File: config.mk
export PLATFORM = sky130hd
export DESIGN_NAME = rgb_to_visual_pixel_packer_top
export DESIGN_NICKNAME = d
export VERILOG_FILES = /design/src/hdl/rtvpp_pkg.sv /design/src/hdl/rtvpp_cfg.sv /design/src/hdl/rtvpp_lane.sv /design/src/hdl/rtvpp_merge.sv /design/src/hdl/rgb_to_visual_pixel_packer_top.sv
export SDC_FILE = /design/constraint.sdc
export NUM_CORES = 2
export LEC_CHECK = 0
export CORE_UTILIZATION = 45
export CTS_BUF_LIST = sky130_fd_sc_hd__clkbuf_4 sky130_fd_sc_hd__clkbuf_8 sky130_fd_sc_hd__clkbuf_16
export DETAILED_ROUTE_END_ITERATION = 8
export DONT_BUFFER_PORTS = 1
export GPL_ROUTABILITY_DRIVEN = 0
export PLACE_DENSITY = 0.62
export SYNTH_ARGS = -nofsm -noshare
export SYNTH_HDL_FRONTEND = slang
export SYNTH_SLANG_ARGS = --single-unit
export TNS_END_PERCENT = 100
File: constraint.sdc
create_clock -name clk -period 16.8 [get_ports clk]
set_input_delay 1.68 -clock clk [delete_from_list [all_inputs] [get_ports clk]]
set_output_delay 1.68 -clock clk [all_outputs]
set_load 0.02 [all_outputs]
File: src/hdl/rtvpp_pkg.sv
package rtvpp_pkg;

    localparam int SAMPLE_BITS = 8;
    localparam int SAMPLE_MAX  = (1 << SAMPLE_BITS) - 1;
    localparam int PROD_W      = SAMPLE_BITS + 32;
    // Number of shifted partial terms in the reciprocal estimate.
    localparam int NUM_TERMS   = (PROD_W - 1) / SAMPLE_BITS;
    localparam int REM_W       = $clog2((NUM_TERMS + 1) * SAMPLE_MAX);
    localparam int CORR_W      = $clog2(NUM_TERMS + 1);

    localparam logic [2:0] CFG_RED_MASK   = 3'd0;
    localparam logic [2:0] CFG_GREEN_MASK = 3'd1;
    localparam logic [2:0] CFG_BLUE_MASK  = 3'd2;
    localparam logic [2:0] CFG_WIDE       = 3'd3;
    localparam logic [2:0] CFG_MSB_FIRST  = 3'd4;
    localparam logic [2:0] CFG_GRAY       = 3'd5;

    localparam logic [31:0] RED_MASK_RST   = 32'h00FF_0000;
    localparam logic [31:0] GREEN_MASK_RST = 32'h0000_FF00;
    localparam logic [31:0] BLUE_MASK_RST  = 32'h0000_00FF;

    localparam logic [2:0] COUNT_WIDE   = 3'd4;
    localparam logic [2:0] COUNT_NARROW = 3'd2;

    typedef struct packed {
        logic [31:0] level;
        logic [4:0]  sh;
    } chan_t;

    typedef struct packed {
        chan_t red;
        chan_t green;
        chan_t blue;
        logic  wide;
        logic  msb;
        logic  gray;
    } cfg_t;

    // Index of the lowest set bit; zero for an empty mask.
    function automatic logic [4:0] ctz32(input logic [31:0] m);
        logic [4:0] n;
        n = '0;
        for (int i = 31; i >= 0; i--) begin
            if (m[i])
            begin
                n = 5'(i);
            end
        end
        return n;
    endfunction

    function automatic chan_t chan_from_mask(input logic [31:0] m);
        chan_t c;
        c.sh    = ctz32(m);
        c.level = m >> c.sh;
        return c;
    endfunction

endpackage

File: src/hdl/rtvpp_cfg.sv
module rtvpp_cfg (
    input  logic                clk,
    input  logic                rst_n,
    input  logic                cfg_we,
    input  logic [2:0]          cfg_index,
    input  logic [31:0]         cfg_wdata,
    output rtvpp_pkg::cfg_t     cfg
);

    rtvpp_pkg::cfg_t cfg_reg;

    // Shift and level are derived as each mask is written, so the lanes see them at once.
    always_ff @(posedge clk or negedge rst_n)
    begin
        if (!rst_n)
        begin
            cfg_reg.red   <= rtvpp_pkg::chan_from_mask(rtvpp_pkg::RED_MASK_RST);
            cfg_reg.green <= rtvpp_pkg::chan_from_mask(rtvpp_pkg::GREEN_MASK_RST);
            cfg_reg.blue  <= rtvpp_pkg::chan_from_mask(rtvpp_pkg::BLUE_MASK_RST);
            cfg_reg.wide  <= 1'b1;
            cfg_reg.msb   <= 1'b0;
            cfg_reg.gray  <= 1'b0;
        end
        else if (cfg_we)
        begin
            unique case (cfg_index)
                rtvpp_pkg::CFG_RED_MASK:   cfg_reg.red   <= rtvpp_pkg::chan_from_mask(cfg_wdata);
                rtvpp_pkg::CFG_GREEN_MASK: cfg_reg.green <= rtvpp_pkg::chan_from_mask(cfg_wdata);
                rtvpp_pkg::CFG_BLUE_MASK:  cfg_reg.blue  <= rtvpp_pkg::chan_from_mask(cfg_wdata);
                rtvpp_pkg::CFG_WIDE:       cfg_reg.wide  <= cfg_wdata[0];
                rtvpp_pkg::CFG_MSB_FIRST:  cfg_reg.msb   <= cfg_wdata[0];
                rtvpp_pkg::CFG_GRAY:       cfg_reg.gray  <= cfg_wdata[0];
                default:                   cfg_reg       <= cfg_reg;
            endcase
        end
    end

    assign cfg = cfg_reg;

endmodule

File: src/hdl/rtvpp_lane.sv
module rtvpp_lane (
    input  logic                                clk,
    input  logic [rtvpp_pkg::SAMPLE_BITS-1:0]   sample,
    input  rtvpp_pkg::chan_t                    chan,
    output logic [31:0]                         placed
);

    logic [rtvpp_pkg::PROD_W-1:0] prod_reg;
    logic [31:0]                  q_reg;
    logic [rtvpp_pkg::REM_W-1:0]  plow_reg;
    logic [31:0]                  scaled_reg;
    logic [31:0]                  placed_reg;

    logic [rtvpp_pkg::PROD_W-1:0] q_sum;
    logic [rtvpp_pkg::REM_W-1:0]  rem;
    logic [rtvpp_pkg::CORR_W-1:0] corr;

    // The sum of shifted copies undershoots the quotient by at most NUM_TERMS.
    always_comb
    begin
        q_sum = '0;
        for (int k = 1; k <= rtvpp_pkg::NUM_TERMS; k++) begin
            q_sum = q_sum + (prod_reg >> (k * rtvpp_pkg::SAMPLE_BITS));
        end
    end

    // The remainder is small, so only its low bits need to be formed.
    always_comb
    begin
        rem  = plow_reg
             - rtvpp_pkg::REM_W'({q_reg, {rtvpp_pkg::SAMPLE_BITS{1'b0}}})
             + rtvpp_pkg::REM_W'(q_reg);
        corr = '0;
        for (int j = 1; j <= rtvpp_pkg::NUM_TERMS; j++) begin
            if (rem >= rtvpp_pkg::REM_W'(j * rtvpp_pkg::SAMPLE_MAX))
            begin
                corr = corr + rtvpp_pkg::CORR_W'(1);
            end
        end
    end

    always_ff @(posedge clk)
    begin
        prod_reg   <= rtvpp_pkg::PROD_W'(sample) * rtvpp_pkg::PROD_W'(chan.level);
        q_reg      <= q_sum[31:0];
        plow_reg   <= prod_reg[rtvpp_pkg::REM_W-1:0];
        scaled_reg <= q_reg + 32'(corr);
        placed_reg <= scaled_reg << chan.sh;
    end

    assign placed = placed_reg;

endmodule

File: src/hdl/rtvpp_merge.sv
module rtvpp_merge (
    input  logic            clk,
    input  logic            rst_n,
    input  logic            valid_in,
    input  logic [31:0]     placed_red,
    input  logic [31:0]     placed_green,
    input  logic [31:0]     placed_blue,
    input  rtvpp_pkg::cfg_t cfg,
    output logic            done,
    output logic [31:0]     pixel_bytes,
    output logic [2:0]      byte_count
);

    logic        done_reg;
    logic [31:0] bytes_reg;
    logic [2:0]  count_reg;
    logic [31:0] pixel;
    logic [31:0] bytes_next;
    logic [2:0]  count_next;

    always_comb
    begin
        pixel = placed_red | placed_green | placed_blue;
        if (cfg.wide)
        begin
            count_next = rtvpp_pkg::COUNT_WIDE;
            bytes_next = cfg.msb ? {pixel[7:0], pixel[15:8], pixel[23:16], pixel[31:24]}
                                 : pixel;
        end
        else
        begin
            count_next = rtvpp_pkg::COUNT_NARROW;
            bytes_next = cfg.msb ? {16'h0000, pixel[7:0], pixel[15:8]}
                                 : {16'h0000, pixel[15:0]};
        end
    end

    always_ff @(posedge clk or negedge rst_n)
    begin
        if (!rst_n)
        begin
            done_reg <= 1'b0;
        end
        else
        begin
            done_reg <= valid_in;
        end
    end

    always_ff @(posedge clk)
    begin
        bytes_reg <= bytes_next;
        count_reg <= count_next;
    end

    assign done        = done_reg;
    assign pixel_bytes = bytes_reg;
    assign byte_count  = count_reg;

endmodule

File: src/hdl/rgb_to_visual_pixel_packer_top.sv
// done marks the pixel taken with start once it has passed the lane stages and the output register.
// Throughput: one pixel per clock; busy never rises, the three channel lanes are fully
// pipelined (multiply, reciprocal estimate, correction, placement) ahead of the output register.
// Reset clears the valid pipeline and done, and loads the default masks and modes.
// The receiver cannot stall: every result is on the ports for exactly one cycle.
module rgb_to_visual_pixel_packer_top (
    input  logic        clk,
    input  logic        rst_n,
    input  logic        start,
    output logic        busy,
    input  logic [7:0]  sample_red,
    input  logic [7:0]  sample_green,
    input  logic [7:0]  sample_blue,
    input  logic        cfg_we,
    input  logic [2:0]  cfg_index,
    input  logic [31:0] cfg_wdata,
    output logic        done,
    output logic [31:0] pixel_bytes,
    output logic [2:0]  byte_count
);

    rtvpp_pkg::cfg_t cfg;
    logic [3:0]      vld_reg;
    logic [3:0]      vld_next;
    logic            accept;
    logic [rtvpp_pkg::SAMPLE_BITS-1:0] s_red;
    logic [rtvpp_pkg::SAMPLE_BITS-1:0] s_green;
    logic [rtvpp_pkg::SAMPLE_BITS-1:0] s_blue;
    logic [31:0]     placed_red;
    logic [31:0]     placed_green;
    logic [31:0]     placed_blue;

    assign busy     = 1'b0;
    assign accept   = start && !busy;
    assign vld_next = {vld_reg[2:0], accept};

    // Gray mode feeds the red sample to all three lanes.
    assign s_red   = rtvpp_pkg::SAMPLE_BITS'(sample_red);
    assign s_green = cfg.gray ? rtvpp_pkg::SAMPLE_BITS'(sample_red)
                              : rtvpp_pkg::SAMPLE_BITS'(sample_green);
    assign s_blue  = cfg.gray ? rtvpp_pkg::SAMPLE_BITS'(sample_red)
                              : rtvpp_pkg::SAMPLE_BITS'(sample_blue);

    always_ff @(posedge clk or negedge rst_n)
    begin
        if (!rst_n)
        begin
            vld_reg <= '0;
        end
        else
        begin
            vld_reg <= vld_next;
        end
    end

    rtvpp_cfg u_cfg (
        .clk       (clk),
        .rst_n     (rst_n),
        .cfg_we    (cfg_we),
        .cfg_index (cfg_index),
        .cfg_wdata (cfg_wdata),
        .cfg       (cfg)
    );

    rtvpp_lane u_lane_red (
        .clk    (clk),
        .sample (s_red),
        .chan   (cfg.red),
        .placed (placed_red)
    );

    rtvpp_lane u_lane_green (
        .clk    (clk),
        .sample (s_green),
        .chan   (cfg.green),
        .placed (placed_green)
    );

    rtvpp_lane u_lane_blue (
        .clk    (clk),
        .sample (s_blue),
        .chan   (cfg.blue),
        .placed (placed_blue)
    );

    rtvpp_merge u_merge (
        .clk          (clk),
        .rst_n        (rst_n),
        .valid_in     (vld_reg[3]),
        .placed_red   (placed_red),
        .placed_green (placed_green),
        .placed_blue  (placed_blue),
        .cfg          (cfg),
        .done         (done),
        .pixel_bytes  (pixel_bytes),
        .byte_count   (byte_count)
    );

endmodule

# ---- After elaboration in Yosys (flattened, before gate mapping)
# Cells that the tools add are included.
dict set report word_totals {
  regBits 595
  input_bits 63
  word_cells 146
}
dict set report classes {
  addsub 27
  multipliers 3
  n_lt_le_gt_ge 12
  n_eq_ne 5
  n_shift 6
  mux 56
  bitwise 2
  n_reduce_logical 7
}
# op count
set ops {}
lappend ops {{$mux W5} 38}
lappend ops {{$mul A8 B32 Y40} 3}
lappend ops {{$add A32 B16 Y32} 3}
lappend ops {{$add A32 B24 Y32} 3}
lappend ops {{$add A32 B3 Y32} 3}
lappend ops {{$add A32 B8 Y32} 3}
lappend ops {{$shl A32 B5 Y32} 3}
lappend ops {{$shr A32 B5 Y32} 3}
lappend ops {{$ge A11 B10 Y1 const B} 6}
lappend ops {{$mux W32} 2}
lappend ops {{$or A32 B32 Y32} 2}
lappend ops {{$add A11 B11 Y11} 3}
lappend ops {{$ge A11 B8 Y1 const B} 3}
lappend ops {{$ge A11 B9 Y1 const B} 3}
lappend ops {{$sub A11 B11 Y11} 3}
lappend ops {{$mux W3} 10}
lappend ops {{$add A3 B1 Y3 const B} 9}
lappend ops {{$mux W16} 1}
lappend ops {{$mux W8} 2}
lappend ops {{$reduce_and A2 Y1} 6}
lappend ops {{$eq A3 B2 Y1 const B} 2}
lappend ops {{$eq A3 B3 Y1 const B} 2}
lappend ops {{$eq A3 B1 Y1 const B} 1}
lappend ops {{$logic_not A3 Y1} 1}
lappend ops {{$mux W1} 3}

# ---- Logic depth before layout (Yosys ltp)
dict set report logic_depth {
  depth_word 35
  ltp_mapped 31
  mapped_depth_nobuf 31
}

# ---- Modules after synthesis
# From an unflattened synthesis, not the netlist that was laid out.
dict set report hier_totals {
  cells_unflattened 6067
  hier_area_um2 55756.0
}
# mod n_inst cells_each area_per_inst_um2 seq_area_each_um2
set by_module_without_submodules {}
lappend by_module_without_submodules {{rtvpp_lane (u_lane_red)} 1 1717 15736.3 2942.8}
lappend by_module_without_submodules {{rtvpp_lane (u_lane_blue)} 1 1714 15657.5 2942.8}
lappend by_module_without_submodules {{rtvpp_lane (u_lane_green)} 1 1700 15628.7 2942.8}
lappend by_module_without_submodules {rtvpp_cfg 1 751 6797.8 2886.5}
lappend by_module_without_submodules {rtvpp_merge 1 161 1575.3 705.7}
lappend by_module_without_submodules {rgb_to_visual_pixel_packer_top 1 24 360.3 100.1}

# ---- Least setup slack after synthesis
# OpenSTA, ideal clock, no wires.
dict set report synth_path {
  kind {input -> register}
  startpoint {input sample_red[2]}
  endpoint {register u_lane_blue.prod_reg[31] (netlist bit)}
  setup_ns 0.120
  arrival_time_ns 6.645
  required_ns 16.680
  slack_ns 10.035
  cell_stages 20
  path_buffers 1
  cell_sequence {mux2i_1 clkbuf_1 nor2b_1 fa_1 inv_1 fa_1 fa_1 fa_1 inv_1 ha_1 o21a_1 o2111ai_1 o21bai_1 a2111oi_0 a22oi_1 o21ai_0 nand2_1 o21bai_1 a21oi_1 xnor2_1}
}
dict set report synth_via {
  elab_chain_len 2
}
# item line
set synth_lines {}
lappend synth_lines {{from (decl)} rgb_to_visual_pixel_packer_top.sv:11} ;# input logic [7:0] sample_red,
lappend synth_lines {{$mux W8} rgb_to_visual_pixel_packer_top.sv:41} ;# assign s_blue = cfg.gray ? rtvpp_pkg::SAMPLE_BITS'(sample_red)
lappend synth_lines {{$mul A8 B32 Y40} rtvpp_lane.sv:44} ;# prod_reg <= rtvpp_pkg::PROD_W'(sample) * rtvpp_pkg::PROD_W'(chan.level);
lappend synth_lines {{to (signal assigned)} rtvpp_lane.sv:44}
lappend synth_lines {{to (decl)} rtvpp_lane.sv:8} ;# logic [rtvpp_pkg::PROD_W-1:0] prod_reg;
# Every way passes these cells.
# A chain may end at the register's enable or synchronous reset.

# ---- Final worst setup path
dict set report layout_path {
  startpoint {input sample_red[2]}
  endpoint {register u_lane_green.prod_reg[38] (netlist bit)}
}
dict set report layout_via {
  elab_chain_len 2
}
# item line
set layout_lines {}
lappend layout_lines {{$mux W8} rgb_to_visual_pixel_packer_top.sv:39} ;# assign s_green = cfg.gray ? rtvpp_pkg::SAMPLE_BITS'(sample_red)
lappend layout_lines {{$mul A8 B32 Y40} rtvpp_lane.sv:44}
lappend layout_lines {{to (signal assigned)} rtvpp_lane.sv:44}
lappend layout_lines {{to (decl)} rtvpp_lane.sv:8}
# Every way passes these cells.

==> results.toml <==
[worst_setup_path]
r2r_setup_slack_ns = 10.13
crit_fanout = 34
cpMostUsedCell = "fa_1"
crit_slowest_cell = "fa_1"
slowest_delay_ns = 0.56
critPathCaptureType = "register"
path_cells = "mux2i_4 > buf_4 > nor2b_1 > fa_1 > inv_1 > fa_1 > fa_1 > fa_1 > inv_1 > ha_1 > or3_1 > or3b_2 > o21ai_1 > o21bai_1 > a31oi_1 > nor3_1 > o41ai_2 > nand3_1 > o311ai_0"
start_kind = "input pin"
timing.rr.end = "u_lane_green.prod_reg[38]"
crit_arrival_ns = 7.24
cp-endpoint = "u_lane_green.prod_reg[38]"
rr_startpoint = "u_cfg.cfg[0]"
cp-startpoint = "sample_red[2]"
criticalPathCategory = "in -> reg"
required_ns = 17.33
rr_worst_depth = 20

[detailed_routing]
wl_per_cell_microns = 18.1
wirelength_microns = 136000
final_antenna_net_count = 0
vias = 40500
drtIter0Drc = 2886
drc = 0
firstDrtPassIters = 6
via_per_inst = 5.39

[floorplanning]
start_util_pct = 45.5
fp.dieW_microns = 350
core_sq_um = 120000
die_y_microns = 350
io_pins = 100
rows = 127
dieArea_sq_um = 123000

[yosys]
syn_avg_cell_area_sq_um = 9.05
synth_top_area_share_pct = 22.8
async_reset_ff_share_pct = 20.0
yosysTopAreaCell = "fa_1"
yosys_warnings = 0
ys_seq_area_share_pct = 22.9
syn_inst = 6034
synth.most_common_cell = "nand2_1"
synth.top_cells.by_area = "fa_1 23%, dfxtp_1 17%, ha_1 9.2%, nand2_1 5.7%, inv_1 4.4%"
synthTopCellsByCount = "822 x nand2_1, 633 x inv_1, 621 x fa_1"
synth.distinct_cells = 97
netlist_area_sq_um = 54600
synth_edf_count = 0
synth_ff_type = "dfxtp_1"
ys_seq_elements = 594

[final_layout]
drive_gt1_share_pct = 5.53
nFillCells = 11500
seqCellArea_sq_um = 12500
syn_to_final_growth_pct = 6.67
largest_reg_flops = 114
multi_input_area_sq_um = 38600
nets = 6929
stdcell_count = 7510
final_util_pct = 48.5

[global_routing]
grtUsageTotal_pct = 22.5
grt_pass1_vias = 40400
antenna_found_initial = 1
grt_max_degree = 120
grt_pass1_wl_microns = 220000
grt_overflow_total = 0

[timing]
tightest_slew_ns = 1.21
finalHoldViolCount = 0
grt_setup_unrepaired = "no"
drv_slew = 0
clock.fmax_mhz = 149
finalCriticalPeriod_ns = 6.71
slew_headroom_pct = 18.6
fin_tns_setup_ns = 0
setup_ws_ns = 10.09
clock_skew_ns = 0.0452
setup_viol = 0
period_share_pct = 39.9

[min_path]
hp-start = "u_lane_blue.prod_reg[6]"
hold_class = "reg -> reg"

[flow_run]
max_cap_violations = 0

[place]
dp_cells = 7386
pre_cts_ws_ns = 9.46
portBuffers = 0
dpl.hpwl_microns = 108000

[clocking]
cts_buffers = 67
ctsRootBufferMaster = "clkbuf_16"
cts_resized = 0
clkLatencyLatePin_ns = 0.66
postCtsSetupRepairBufs = 0
cts.sinks = 594
cts.clk_slew.worst_paths_ns = 0.06
clockBufferDepth = 3
cts_hold_buf = 0
cts_tree = "done"
cts_max_level = 3

[outcome]
outcome = "complete, no violations"
## worst min path at each step
stage               slack (ns)                       to  depth (start not counted)
floorplan                 0.31  u_lane_blue.plow_reg[0]                          0
global placement          0.31  u_lane_blue.plow_reg[2]                          0
detailed placement        0.31  u_lane_blue.plow_reg[7]                          0
CTS                       0.33  u_lane_blue.plow_reg[3]                          0
global route              0.33  u_lane_blue.plow_reg[6]                          0
finish                    0.33  u_lane_blue.plow_reg[6]                          0
## kinds of logic (layout without fill, tap and decap cells)
group           count (synthesis)  count (layout)  share of synthesized area [%]
compound gates               1006            1006                           11.6
xor+xnor                      289             289                           4.64
fa+ha+maj                    1023            1023                           32.0
buf+inv                       938             799                           6.59
flops                         594             594                           22.9
mux                           241             241                           5.30
other cells                     1               4                        0.00687
simple gates                 1942            1942                           17.0
## per-layer routing
| metal | up-vias | routed length [microns] | global-route usage, % |
|---|---|---|---|
| li1 | 19500 | - | - |
| met1 | 19700 | 62500 | 31.1 |
| met2 | 1007 | 61800 | 36.2 |
| met3 | 190 | 7580 | 3.26 |
| met4 | 0 | 4200 | 7.27 |
| met5 | - | 0 | 0 |
## cell usage in the layout (no fill, tap or decap), types with 51 or more instances in the layout
| cell type | n |
|---|---|
| a211oi_1 | 68 |
| a21o_1 | 87 |
| a21oi_1 | 250 |
| and2_1 | 160 |
| clkbuf_16 | 67 |
| dfrtp_1 | 89 |
| dfxtp_1 | 475 |
| fa_1 | 621 |
| ha_1 | 402 |
| inv_1 | 633 |
| mux2i_1 | 163 |
| nand2_1 | 820 |
| nand2b_1 | 66 |
| nand3_1 | 93 |
| nor2_1 | 282 |
| nor2b_1 | 230 |
| nor3_1 | 85 |
| nor4_1 | 51 |
| o21ai_0 | 281 |
| xnor2_1 | 218 |
| xor2_1 | 71 |
## cell type report
class                      instances  share of cell area [%]
tap                             1612                    3.46
clock inverter                    36                   0.853
inverter                         642                    4.14
sequential                       594                    21.5
timing repair buffer              35                   0.451
multi-input combinational       4503                    66.3
clock buffer                      86                    3.25
antenna                            2                 0.00859
## through the flow
stage	instance area [sq um]	hold WS, ns
detailed placement	55800	0.312
global placement	55800	0.311
global route	58200	0.328
floorplan	54600	0.310
finish	58200	0.325
CTS	58200	0.325
## worst max-delay path, delay by kind of cell
| kind | cells | cell delay (ns) |
|---|---|---|
| AND/OR/NAND/NOR | 5 | 1.25 |
| AO/OA/AOI/OAI | 5 | 1.37 |
| adder cells (fa/ha/maj) | 5 | 2.25 |
| buffers and inverters | 3 | 0.55 |
| multiplexers | 1 | 0.11 |
Power is not shown: default switching activity piles up to over one toggle a cycle in this logic, so the estimate is an artifact.
